===== src/rtl/tast_pkg.sv =====
// Shared types and constants for the two-axis servo trajectory generator.
`timescale 1ns / 1ps

package tast_pkg;

  // Command codes carried with each request.
  typedef enum logic [2:0] {
    CMD_MOVE    = 3'd0,
    CMD_TICK    = 3'd1,
    CMD_SET     = 3'd2,
    CMD_CENTER  = 3'd3,
    CMD_CAPTURE = 3'd4
  } cmd_t;

  // Meaning of move_value.
  localparam logic MODE_SPEED    = 1'b0;
  localparam logic MODE_DURATION = 1'b1;

  localparam int VALUE_BITS   = 16;
  localparam int CENTER_RESET = 1500;

  // Handshake between the port logic and the sequencer.
  typedef struct packed {
    logic start;   // a request is accepted this cycle
    logic taken;   // the finished result moves into the output register
  } seq_ctrl_t;

  typedef struct packed {
    logic idle;          // sequencer can take a request
    logic result_ready;  // position and arrival flag are final
  } seq_stat_t;

endpackage


===== src/rtl/tast_alu.sv =====
// Shared adder/subtractor used for the compare, multiply, divide and apply steps of the sequencer.
`timescale 1ns / 1ps

module tast_alu #(
  parameter int W = 33
) (
  input  logic [W-1:0] a,
  input  logic [W-1:0] b,
  input  logic         sub,
  output logic [W-1:0] res,
  output logic         carry
);

  // With sub set, carry high means a >= b (no borrow).
  assign {carry, res} = {1'b0, a} + {1'b0, (sub ? ~b : b)} + {{W{1'b0}}, sub};

endmodule


===== src/rtl/tast_seq.sv =====
// Trajectory state and the sequencer that drives the shared arithmetic unit.
`timescale 1ns / 1ps

module tast_seq
  import tast_pkg::*;
#(
  parameter int PULSE_BITS = 12,
  parameter int TIME_BITS  = 24
) (
  input  logic                  clk,
  input  logic                  rst,
  input  seq_ctrl_t             ctrl,
  input  logic [2:0]            command,
  input  logic [PULSE_BITS-1:0] target_x,
  input  logic [PULSE_BITS-1:0] target_y,
  input  logic                  move_mode,
  input  logic [VALUE_BITS-1:0] move_value,
  input  logic [TIME_BITS-1:0]  elapsed,
  output seq_stat_t             stat,
  output logic [PULSE_BITS-1:0] pos_x,
  output logic [PULSE_BITS-1:0] pos_y,
  output logic                  arrived
);

  localparam int P        = PULSE_BITS;
  localparam int DUR_BITS = PULSE_BITS + VALUE_BITS;
  localparam int AW       = ((TIME_BITS > DUR_BITS) ? TIME_BITS : DUR_BITS) + 1;
  localparam int CW       = $clog2(PULSE_BITS);

  typedef enum logic [2:0] {
    S_IDLE, S_SPEED_MUL, S_CMP, S_MUL, S_DIV, S_APPLY, S_FINISH
  } state_t;

  state_t              state;
  logic [P-1:0]        start_x, start_y, goal_x, goal_y, now_x, now_y;
  logic [P-1:0]        center_x, center_y;
  logic [DUR_BITS-1:0] move_duration;
  logic                axis;
  logic [AW-1:0]       hi;
  logic [P-1:0]        lo;
  logic [CW-1:0]       cnt;
  logic [TIME_BITS-1:0]  elapsed_r;
  logic [VALUE_BITS-1:0] value_r;

  logic [P-1:0]  sel_x, sel_y, dist_x, dist_y, dist_max;
  logic [P-1:0]  s_axis, g_axis, d_axis;
  logic [AW-1:0] mcand, shifted;
  logic [AW-1:0] alu_a, alu_b, alu_res;
  logic          alu_sub, alu_carry;
  logic [AW-1:0] hi_next;
  logic [P-1:0]  lo_next;
  logic          last_step;

  function automatic logic [PULSE_BITS-1:0] absdiff(input logic [PULSE_BITS-1:0] a,
                                                     input logic [PULSE_BITS-1:0] b);
    return (a > b) ? (a - b) : (b - a);
  endfunction

  always_comb begin
    sel_x  = (cmd_t'(command) == CMD_CENTER) ? center_x : target_x;
    sel_y  = (cmd_t'(command) == CMD_CENTER) ? center_y : target_y;
    dist_x = absdiff(now_x, sel_x);
    dist_y = absdiff(now_y, sel_y);
    dist_max = (dist_x > dist_y) ? dist_x : dist_y;
    s_axis = axis ? start_y : start_x;
    g_axis = axis ? goal_y : goal_x;
    d_axis = absdiff(s_axis, g_axis);
    mcand  = (state == S_SPEED_MUL) ? AW'(value_r) : AW'(elapsed_r);
    shifted = {hi[AW-2:0], lo[P-1]};
    last_step = (cnt == CW'(P - 1));
  end

  // Operand selection for the shared unit.
  always_comb begin
    alu_a   = hi;
    alu_b   = lo[0] ? mcand : '0;
    alu_sub = 1'b0;
    case (state)
      S_CMP: begin
        alu_a   = AW'(elapsed_r);
        alu_b   = AW'(move_duration);
        alu_sub = 1'b1;
      end
      S_DIV: begin
        alu_a   = shifted;
        alu_b   = AW'(move_duration);
        alu_sub = 1'b1;
      end
      S_APPLY: begin
        alu_a   = AW'(s_axis);
        alu_b   = AW'(lo);
        alu_sub = (g_axis < s_axis);
      end
      default: begin
        alu_a   = hi;
        alu_b   = lo[0] ? mcand : '0;
        alu_sub = 1'b0;
      end
    endcase
  end

  tast_alu #(.W(AW)) u_alu (
    .a     (alu_a),
    .b     (alu_b),
    .sub   (alu_sub),
    .res   (alu_res),
    .carry (alu_carry)
  );

  // Shift-add multiply step: add, then shift the whole product right by one.
  always_comb begin
    hi_next = {alu_carry, alu_res[AW-1:1]};
    lo_next = {alu_res[0], lo[P-1:1]};
  end

  always_ff @(posedge clk) begin
    if (rst) begin
      state         <= S_IDLE;
      start_x       <= '0;
      start_y       <= '0;
      goal_x        <= '0;
      goal_y        <= '0;
      now_x         <= '0;
      now_y         <= '0;
      center_x      <= P'(CENTER_RESET);
      center_y      <= P'(CENTER_RESET);
      move_duration <= '0;
      axis          <= 1'b0;
      cnt           <= '0;
    end else begin
      case (state)
        S_IDLE: begin
          if (ctrl.start) begin
            elapsed_r <= elapsed;
            value_r   <= move_value;
            case (cmd_t'(command))
              CMD_MOVE, CMD_CENTER: begin
                goal_x <= sel_x;
                goal_y <= sel_y;
                if (move_value == '0) begin
                  now_x         <= sel_x;
                  now_y         <= sel_y;
                  start_x       <= sel_x;
                  start_y       <= sel_y;
                  move_duration <= '0;
                  state         <= S_FINISH;
                end else begin
                  start_x <= now_x;
                  start_y <= now_y;
                  if (move_mode == MODE_DURATION) begin
                    move_duration <= DUR_BITS'(move_value);
                    state         <= S_FINISH;
                  end else begin
                    hi    <= '0;
                    lo    <= dist_max;
                    cnt   <= '0;
                    state <= S_SPEED_MUL;
                  end
                end
              end
              CMD_TICK: begin
                if (move_duration == '0) begin
                  now_x <= goal_x;
                  now_y <= goal_y;
                  state <= S_FINISH;
                end else begin
                  axis  <= 1'b0;
                  state <= S_CMP;
                end
              end
              CMD_SET: begin
                now_x <= target_x;
                now_y <= target_y;
                state <= S_FINISH;
              end
              CMD_CAPTURE: begin
                center_x <= now_x;
                center_y <= now_y;
                state    <= S_FINISH;
              end
              default: begin
                state <= S_FINISH;
              end
            endcase
          end
        end
        S_SPEED_MUL: begin
          hi  <= hi_next;
          lo  <= lo_next;
          cnt <= cnt + 1'b1;
          if (last_step) begin
            move_duration <= DUR_BITS'({hi_next, lo_next});
            state         <= S_FINISH;
          end
        end
        S_CMP: begin
          // Elapsed at or past the duration lands exactly on the goal.
          lo <= d_axis;
          if (alu_carry) begin
            state <= S_APPLY;
          end else begin
            hi    <= '0;
            cnt   <= '0;
            state <= S_MUL;
          end
        end
        S_MUL: begin
          hi <= hi_next;
          lo <= lo_next;
          if (last_step) begin
            cnt   <= '0;
            state <= S_DIV;
          end else begin
            cnt <= cnt + 1'b1;
          end
        end
        S_DIV: begin
          // The quotient fits in PULSE_BITS, so only that many steps run.
          if (alu_carry) begin
            hi <= alu_res;
            lo <= {lo[P-2:0], 1'b1};
          end else begin
            hi <= shifted;
            lo <= {lo[P-2:0], 1'b0};
          end
          cnt <= cnt + 1'b1;
          if (last_step) begin
            state <= S_APPLY;
          end
        end
        S_APPLY: begin
          if (!axis) begin
            now_x <= alu_res[P-1:0];
            axis  <= 1'b1;
            state <= S_CMP;
          end else begin
            now_y <= alu_res[P-1:0];
            state <= S_FINISH;
          end
        end
        S_FINISH: begin
          if (ctrl.taken) begin
            state <= S_IDLE;
          end
        end
        default: begin
          state <= S_IDLE;
        end
      endcase
    end
  end

  assign stat.idle         = (state == S_IDLE);
  assign stat.result_ready = (state == S_FINISH);
  assign pos_x   = now_x;
  assign pos_y   = now_y;
  assign arrived = (now_x == goal_x) && (now_y == goal_y);

endmodule


===== src/rtl/two_axis_servo_trajectory.sv =====
// Top level of the two-axis servo trajectory generator: ports, output register, checks.
`timescale 1ns / 1ps
//
//  Channel   Direction  Carries
//  s_axis    in         one command request: target, move mode and value, elapsed time
//  m_axis    out        one result per request: position of both axes and arrival flag
//
//  A tick request whose elapsed time is below the move duration runs, for each axis, a
//  PULSE_BITS-step shift-add multiply and a PULSE_BITS-step restoring divide through one
//  shared adder. A tick past the duration applies the goal to each axis directly, and a
//  speed-mode move runs one PULSE_BITS-step multiply; other requests finish directly.
//  Reset is synchronous and active high; the position and goal return to zero and the
//  stored center to 1500. The finished result waits in the output register while the
//  next request is taken; a result only stalls the sequencer when that register is full.

module two_axis_servo_trajectory
  import tast_pkg::*;
#(
  parameter int PULSE_BITS = 12,
  parameter int TIME_BITS  = 24
) (
  input  logic clk,
  input  logic rst,
  input  logic s_axis_tvalid,
  output logic s_axis_tready,
  // Fields from bit 0 up: target_x, target_y, move_value, elapsed, zero padding.
  input  logic [((2*PULSE_BITS+VALUE_BITS+TIME_BITS+7)/8)*8-1:0] s_axis_tdata,
  // Fields from bit 0 up: command (3 bits), move_mode (1 bit).
  input  logic [3:0] s_axis_tuser,
  output logic m_axis_tvalid,
  input  logic m_axis_tready,
  // Fields from bit 0 up: pos_x, pos_y, arrived, zero padding.
  output logic [((2*PULSE_BITS+1+7)/8)*8-1:0] m_axis_tdata
);

  localparam int P     = PULSE_BITS;
  localparam int OUT_W = ((2*PULSE_BITS+1+7)/8)*8;
  localparam int PAD_W = OUT_W - (2*P + 1);

  seq_ctrl_t ctrl;
  seq_stat_t stat;
  logic [P-1:0] pos_x, pos_y, pos_x_r, pos_y_r;
  logic         arrived, arrived_r;
  logic         out_free;

  // The output register is free when empty or being drained this cycle.
  assign out_free      = !m_axis_tvalid || m_axis_tready;
  assign s_axis_tready = stat.idle;
  assign ctrl.start    = s_axis_tvalid && stat.idle;
  assign ctrl.taken    = stat.result_ready && out_free;

  tast_seq #(
    .PULSE_BITS (PULSE_BITS),
    .TIME_BITS  (TIME_BITS)
  ) u_seq (
    .clk        (clk),
    .rst        (rst),
    .ctrl       (ctrl),
    .command    (s_axis_tuser[2:0]),
    .target_x   (s_axis_tdata[P-1:0]),
    .target_y   (s_axis_tdata[2*P-1:P]),
    .move_mode  (s_axis_tuser[3]),
    .move_value (s_axis_tdata[2*P+VALUE_BITS-1:2*P]),
    .elapsed    (s_axis_tdata[2*P+VALUE_BITS+TIME_BITS-1:2*P+VALUE_BITS]),
    .stat       (stat),
    .pos_x      (pos_x),
    .pos_y      (pos_y),
    .arrived    (arrived)
  );

  always_ff @(posedge clk) begin
    if (rst) begin
      m_axis_tvalid <= 1'b0;
    end else begin
      if (ctrl.taken) begin
        m_axis_tvalid <= 1'b1;
      end else if (m_axis_tready) begin
        m_axis_tvalid <= 1'b0;
      end
    end
    if (ctrl.taken) begin
      pos_x_r   <= pos_x;
      pos_y_r   <= pos_y;
      arrived_r <= arrived;
    end
  end

  assign m_axis_tdata = {{PAD_W{1'b0}}, arrived_r, pos_y_r, pos_x_r};

  // An accepted request always makes the sequencer busy in the following cycle.
  a_busy_after_accept: assert property (@(posedge clk) disable iff (rst)
    (s_axis_tvalid && s_axis_tready) |=> !s_axis_tready)
    else $error("sequencer still idle after accepting a request");

  // A result handed over always shows up on the output channel.
  a_result_delivered: assert property (@(posedge clk) disable iff (rst)
    ctrl.taken |=> m_axis_tvalid)
    else $error("finished result not loaded into the output register");

  // A finished result held back by a full output register is not dropped.
  a_result_held: assert property (@(posedge clk) disable iff (rst)
    (stat.result_ready && !out_free) |=> stat.result_ready)
    else $error("finished result lost while the output register was full");

endmodule


===== config.mk =====
export PLATFORM = sky130hd
export DESIGN_NAME = two_axis_servo_trajectory
export DESIGN_NICKNAME = d
export VERILOG_FILES = /design/src/rtl/tast_pkg.sv /design/src/rtl/tast_alu.sv /design/src/rtl/tast_seq.sv /design/src/rtl/two_axis_servo_trajectory.sv
export SDC_FILE = /design/constraint.sdc
export NUM_CORES = 1
export LEC_CHECK = 0
export ABC_AREA = 1
export BUFFER_PORTS_ARGS = -buffer_cell sky130_fd_sc_hd__clkbuf_2
export CAP_MARGIN = 25
export CELL_PAD_IN_SITES_DETAIL_PLACEMENT = 0
export CELL_PAD_IN_SITES_GLOBAL_PLACEMENT = 2
export CORE_MARGIN = 2
export CORE_UTILIZATION = 36
export DETAILED_ROUTE_END_ITERATION = 7
export PLACE_DENSITY = 0.92
export RECOVER_POWER = 25
export SLEW_MARGIN = 20
export SYNTH_ARGS = -nofsm -noshare
export SYNTH_HDL_FRONTEND = slang
export SYNTH_SLANG_ARGS = --single-unit

===== constraint.sdc =====
create_clock -name clk -period 6.57 [get_ports clk]
set_input_delay 0.3285 -clock clk [delete_from_list [all_inputs] [get_ports clk]]
set_output_delay 0.3285 -clock clk [all_outputs]
set_load 0.01 [all_outputs]

==> results.cfg, run 1 <==
[clock_network]
clock_path_buffers = 3
post_cts.repair.setup_buffers = 0
cts_tree = built
cts_made_buffers = 31
cts-root-buf = clkbuf_16
insertion_delay_ps = 620
cts_sinks = 239
htree_levels = 1
clk_pin_slew_ps = 60

[floorplan]
ios = 106
initial_core_util_pct = 36.2
die_height_um = 228
dieWidth_um = 228
dieArea_um2 = 51900
core_um2 = 49800
num_rows = 82

[critical_path]
timing.rr.start = u_seq.axis
worstSetupStartpointType = register
path_common_cell = nand2_1
crit_start = u_seq.axis
cp.required_ps = 6810
slowest_stage = dfxtp_1
path_class = register to register
cpPeakStageDelay_ps = 550
path_buf_inv = 3
critical-path-top-delay-family = simple AND/OR/NAND/NOR gates
path_max_fanout = 29
end_kind = register
worstPathArrival_ps = 6350

[sta]
rsz0062_at_grt = no
fmax_mhz = 164
hold_violations = 0
slew_headroom_pct = -30.7
fin_crit_sh_pct = 93.1
worst_pin_slew_ps = 1960
fin_tns_setup_ps = 0
finalSetupViolCount = 0
skew_ps = 41.6
fin_crit_ps = 6110
final-max-slew-violation-count = 26

[grt]
grt_overflow = 0
grt_usage_pct = 27.8
grt_max_degree = 89
antenna_found_initial = 0
grt_pass1_vias = 18115
grt_pass1_wl_um = 112000

[logic_synthesis]
postSynthRegisterBits = 239
yosys.cell_types.count = 56
yosysSeqAreaShare_pct = 32.4
ys.flop_type = dfxtp_1
synth_edf_count = 106
syn_area_um2 = 18000
ys_warn_count = 0
synthArstFlopShare_pct = 0
syn-mean-instance-area_um2 = 6.96
syn_inst = 2591

[run_status]
violations = capacitance limit, slew limit
outcome = finished with violations

[finish]
filler_cell_count = 5287
nets = 2872
layout-drive-gt1-share_pct = 7.06
syn_to_final_growth_pct = 13.6
antenna_cells = 0

[place]
dp_hpwl_um = 57000
gp_congestion = 0.952
portBuffers = 98

[drt]
dr.pass1.iters = 6
ant_nets = 0
drtIter0Drc = 1700
totalWireLength_um = 74100
post_drt_wl_per_cell_um = 21.9
drc = 0
vias = 18556
viasPerCell = 5.49

[flow_run]
cap_violations = 1

[min_path]
hold_class = input port to register
min-delay-start = m_axis_tready
## registers in the layout (all words and copies together) (netlist names), 16 cells and up
| signal | cells |
|---|---|
| u_seq.elapsed_r | 24 |
| u_seq.hi | 29 |
| u_seq.move_duration | 28 |
| u_seq.value_r | 16 |
## cell type report
class | instances | area [µm²] | area share [%]
clock inverters | 22 | 178 | 0.867
clock buffers | 36 | 805 | 3.93
well taps | 672 | 841 | 4.10
repair buffers | 172 | 1120 | 5.47
flip-flops and latches | 239 | 5850 | 28.5
inverters | 375 | 1410 | 6.90
multi-input cells | 1863 | 10300 | 50.2
## metrics by stage
step	hold slack, ps	std cells	setup WS (ps)	util [%]	instance area (µm²)
final	56.3	3379	456	41.2	20500
after global routing	76.4	3379	35.8	41.2	20500
after CTS	6.53	3377	51.7	41.2	20500
after detailed placement	459	3280	81.9	38.5	19100
after global placement	451	3279	17.2	38.4	19100
after floorplan	427	2597	741	-	18100
## cells in the final DEF (no fill, tap or decap), drive strengths merged, types with 23 or more instances in the layout
cell         netlist  layout
ha               111     111
a21oi            227     227
clkbuf            84     135
a211oi            29      29
dlygate4sd3        0      40
nor2             197     197
buf               36      33
xor2              63      63
a31oi             23      23
nand3             85      85
inv              371     372
dfxtp            133     133
o211ai            61      61
edfxtp           106     106
nand2            576     576
o21ai            283     283
o22ai             32      32
## cell usage after synthesis, types with 10 or more instances
| master | n | area, µm² |
|---|---|---|
| edfxtp_1 | 106 | 3180 |
| o21ai_1 | 29 | 145 |
| a21o_1 | 10 | 75.1 |
| nand3_1 | 81 | 405 |
| dfxtp_1 | 133 | 2660 |
| xor2_1 | 62 | 543 |
| a221oi_1 | 17 | 149 |
| o211ai_1 | 61 | 458 |
| a211oi_1 | 29 | 218 |
| nor2_1 | 196 | 736 |
| clkbuf_1 | 84 | 315 |
| inv_1 | 361 | 1360 |
| nand4_1 | 21 | 131 |
| a21oi_1 | 227 | 1140 |
| nor4_1 | 14 | 87.6 |
| nand3b_1 | 12 | 90.1 |
| xnor2_1 | 10 | 87.6 |
| o22ai_1 | 32 | 200 |
| nand2_1 | 567 | 2130 |
| o21bai_1 | 10 | 75.1 |
| or2_2 | 20 | 125 |
| buf_4 | 12 | 90.1 |
| buf_2 | 11 | 55.1 |
| o21ai_0 | 253 | 1270 |
| ha_1 | 111 | 1390 |
| nor3_1 | 13 | 65.1 |
| a31oi_1 | 23 | 144 |
## tightest hold or removal path, cell delays in order
cell,delay (ps)
clkbuf_2,80
nor2_1,50
nor2_1,100
nor2_1,40
## path summary, 6_finish.rpt
path / cells past startpoint / slack [ps] / to
worst min-delay path: 4 / 60 / m_axis_tvalid
worst min register to register: 2 / 470 / u_seq.center_y[10]
worst max register to register: 25 / 460 / u_seq.hi[18]
worst max-delay path: 25 / 460 / u_seq.hi[18]
## what timing repair did
action                                  in CTS  in global routing
hold buffers                                39                  1
endpoints found under the hold margin       39                  1
endpoints found under the setup margin       0                 49
gates resized for setup                      0                  5
## metal layers
metal	global-route usage (%)	share of wire, %	vias to the layer above
met1	35.1	42	8802
met4	11.3	4.4	0
met3	3.19	5.8	156
met2	48.3	48	732
li1	-	-	8866
met5	0	0	-
## logic make-up after synthesis
group	synth area share (%)
AOI/OAI and AO/OA	23.0
adders and majority gates	8.48
other	0.0208
buffers and inverters	10.9
and+or+nand+nor	21.7
DFF	32.4
xor gates and xnor gates	3.59
Power of run 1 is left out: the tool's default activity adds up to more than one toggle a clock period on the data nets, which glitch-free logic cannot reach.
==> run 2, diff against run 1 <==
--- a/config.mk
+++ b/config.mk
@@ -5,15 +5,14 @@
 export SDC_FILE = /design/constraint.sdc
 export NUM_CORES = 1
 export LEC_CHECK = 0
-export ABC_AREA = 1
 export BUFFER_PORTS_ARGS = -buffer_cell sky130_fd_sc_hd__clkbuf_2
 export CAP_MARGIN = 25
 export CELL_PAD_IN_SITES_DETAIL_PLACEMENT = 0
 export CELL_PAD_IN_SITES_GLOBAL_PLACEMENT = 2
 export CORE_MARGIN = 2
-export CORE_UTILIZATION = 36
+export CORE_UTILIZATION = 38
 export DETAILED_ROUTE_END_ITERATION = 7
-export PLACE_DENSITY = 0.92
+export PLACE_DENSITY = 0.91
 export RECOVER_POWER = 25
 export SLEW_MARGIN = 20
 export SYNTH_ARGS = -nofsm -noshare
==> run 2 against run 1 <==
Compared with the run above: the flow still finishes with violations (capacitance limit, slew limit); register-to-register slack gained 180 ps; hold slack gained 49 ps; flip-flop and latch count is the same; sequential share of layout area grew 0.14 points; design area shrank 0.48%; die area shrank 6.5%; synthesized cell count shrank 17%; critical path type unchanged; highest routed layer unchanged.
==> results.cfg, run 2 <==
[critical_path]
r2r_slack_ps = 640
end_kind = register
path_common_cell = nor2_1
crit_start = u_seq.axis
slowest_stage = mux2i_1
cp.required_ps = 6830
worstPathArrival_ps = 6190
timing.rr.start = u_seq.axis
worstSetupStartpointType = register
crit_chain = buf_12, mux2i_1, ha_1, inv_1, fa_1, nand3_1, a21oi_1, nor2_1, nor2_1, nor2_1, nor2_2, buf_12, xor2_1, ha_1, and4_1, a21oi_1, nand2_1, o21ai_1, nor3_2, a211oi_4, o21ai_1, nor2_2, buf_4
path_max_fanout = 27
rr_worst_depth = 23
path_class = register to register
crit_path_end = u_seq.hi[3]
cpPeakStageDelay_ps = 540
r2r_end = u_seq.hi[3]

[floorplan]
initial_core_util_pct = 38.3
dieArea_um2 = 48500
num_rows = 79
dieWidth_um = 220
die_height_um = 220
core_um2 = 46400
ios = 106

[logic_synthesis]
synthArstFlopShare_pct = 0
synth.top_cells.by_area = edfxtp_1 18%, dfxtp_1 15%, ha_1 7.8%, nand2_1 6.4%, a21oi_1 5.4%
syn_inst = 2149
netlist_top_cells_count = 301 x nand2_1, 194 x nor2_1, 193 x a21oi_1
yosysSeqAreaShare_pct = 32.9
syn_area_um2 = 17800
ys.flop_type = dfxtp_1
yosys.cell_types.count = 94
syn-mean-instance-area_um2 = 8.27
synth.top_cell.area_share_pct = 17.9
yosysMostFrequentCell = nand2_1
ys_warn_count = 0
synth.largest_area_cell = edfxtp_1
postSynthRegisterBits = 239
synth_edf_count = 106

[finish]
final_cell_area_um2 = 20400
largest_reg_flops = 29
syn_to_final_growth_pct = 14.8
final_cell_mix = 301 x nand2_1, 192 x a21oi_1, 189 x nor2_1
top_register = u_seq.hi
antenna_cells = 0
reg_top3 = u_seq.hi (29), u_seq.move_duration (28), u_seq.elapsed_r (24)
layout-drive-gt1-share_pct = 10.2
final_cells = 2881
nets = 2441
final_common_cell = nand2_1
final_util_pct = 44.0

[clock_network]
cts_made_buffers = 30
cts-root-buf = clkbuf_16
cts_tree = built
cts_resized = 0
cts_sinks = 239
insertion_delay_ps = 590
clock_path_buffers = 3
htree_levels = 1
clk_pin_slew_ps = 60

[power_and_ir_drop]
ir_worst_vdd_mv = 0.414
p_leak_nw = 8.19
p_total_mw = 10.8
powerDensity_nw_per_um2 = 529

[drt]
post_drt_wl_per_cell_um = 22.7
drc = 0
totalWireLength_um = 65400
drtIter0Drc = 1648
dr.pass1.iters = 6
viasPerCell = 5.88
ant_nets = 0
vias = 16934

[place]
placed_cell_area_um2 = 19100
dp_hpwl_um = 48700
portBuffers = 98
gp_congestion = 0.941
place_inst = 2788

[sta]
finalSetupViolCount = 0
worst_pin_slew_ps = 1900
fin_tns_setup_ps = 0
fin_crit_ps = 5930
slew_headroom_pct = -26.6
fin_crit_sh_pct = 90.2
hold_violations = 0
final-max-slew-violation-count = 26
skew_ps = 26.1
rsz0062_at_grt = no
fmax_mhz = 169

[grt]
grt_pass1_vias = 16259
grt_overflow = 0
grt_max_degree = 92
grt_pass1_wl_um = 98400
antenna_found_initial = 0
grt_usage_pct = 26.5

[min_path]
hold_class = input port to register

[flow_run]
cap_violations = 1

[run_status]
outcome = finished with violations
violations = capacitance limit, slew limit
[run 2: power by group]
group	internal [mW]	leakage (nW)	switching [mW]	total, mW
Clock	1.07	0.500	0.694	1.76
Sequential	1.90	2.10	0.283	2.18
Combinational	2.49	5.59	4.36	6.85
[run 2: repair_timing]
action                                 in CTS  in global routing
buffers inserted                            0                  0
endpoints found under the hold margin      37                  0
hold buffers                               37                  0
[run 2: metrics by stage]
step	setup WS (ps)	hold slack, ps
6_report	641	106
5_1_grt	299	94.3
4_1_cts	728	14.9
3_5_place_dp	488	446
3_3_place_gp	637	441
2_1_floorplan	97.5	427
[run 2: area by class of cell]
type	instances	area, µm²
Timing Repair Buffer	216	1440
Tap cell	607	759
Inverter	101	379
Multi-Input combinational cell	1663	10900
Clock buffer	42	867
Clock inverter	13	165
Sequential cell	239	5850
Fill cell	4603	26000
[run 2: layer usage]
metal / up-vias / track usage (%) / routed length (µm)
met2: 657 / 44.7 / 31000
li1: 7986 / - / -
met1: 8178 / 34.6 / 27800
met3: 113 / 3.63 / 4120
met4: 0 / 9.31 / 2500
met5: - / 0 / 0
[run 2: worst min path at each step]
stage	from	end	slack [ps]	cells after the start
finish	s_axis_tdata[24]	u_seq.value_r[0]	110	1
global route	s_axis_tdata[35]	u_seq.value_r[11]	90	1
global placement	u_seq.center_x[9]	u_seq.center_x[9]	440	2
CTS	s_axis_tdata[24]	u_seq.value_r[0]	10	1
detailed placement	u_seq.center_x[11]	u_seq.center_x[11]	450	2
floorplan	s_axis_tdata[40]	u_seq.elapsed_r[0]	430	0
[run 2: kinds of logic (layout without fill, tap and decap cells)]
| kind of cell | after synthesis | after routing | share of synthesized area [%] |
|---|---|---|---|
| multiplexers | 103 | 103 | 5.96 |
| flip-flops | 239 | 239 | 32.9 |
| other | 1 | 7 | 0.0211 |
| AO/OA/AOI/OAI | 643 | 643 | 24.1 |
| AND/OR/NAND/NOR | 703 | 703 | 18.0 |
| buffers and inverters | 253 | 372 | 6.09 |
| XOR/XNOR | 89 | 89 | 4.39 |
| adder cells (fa/ha/maj) | 118 | 118 | 8.61 |
[run 2: worst max-delay path, delay by kind of cell, from the launching register on]
kind	cells	cell delay [ps]
XOR/XNOR	1	180
flip-flops	1	370
AO/OA/AOI/OAI	5	1400
buffers and inverters	4	790
adder cells (fa/ha/maj)	3	1090
multiplexers	1	540
AND/OR/NAND/NOR	9	1180
No activity file was read; power rests on OpenSTA's default activity.
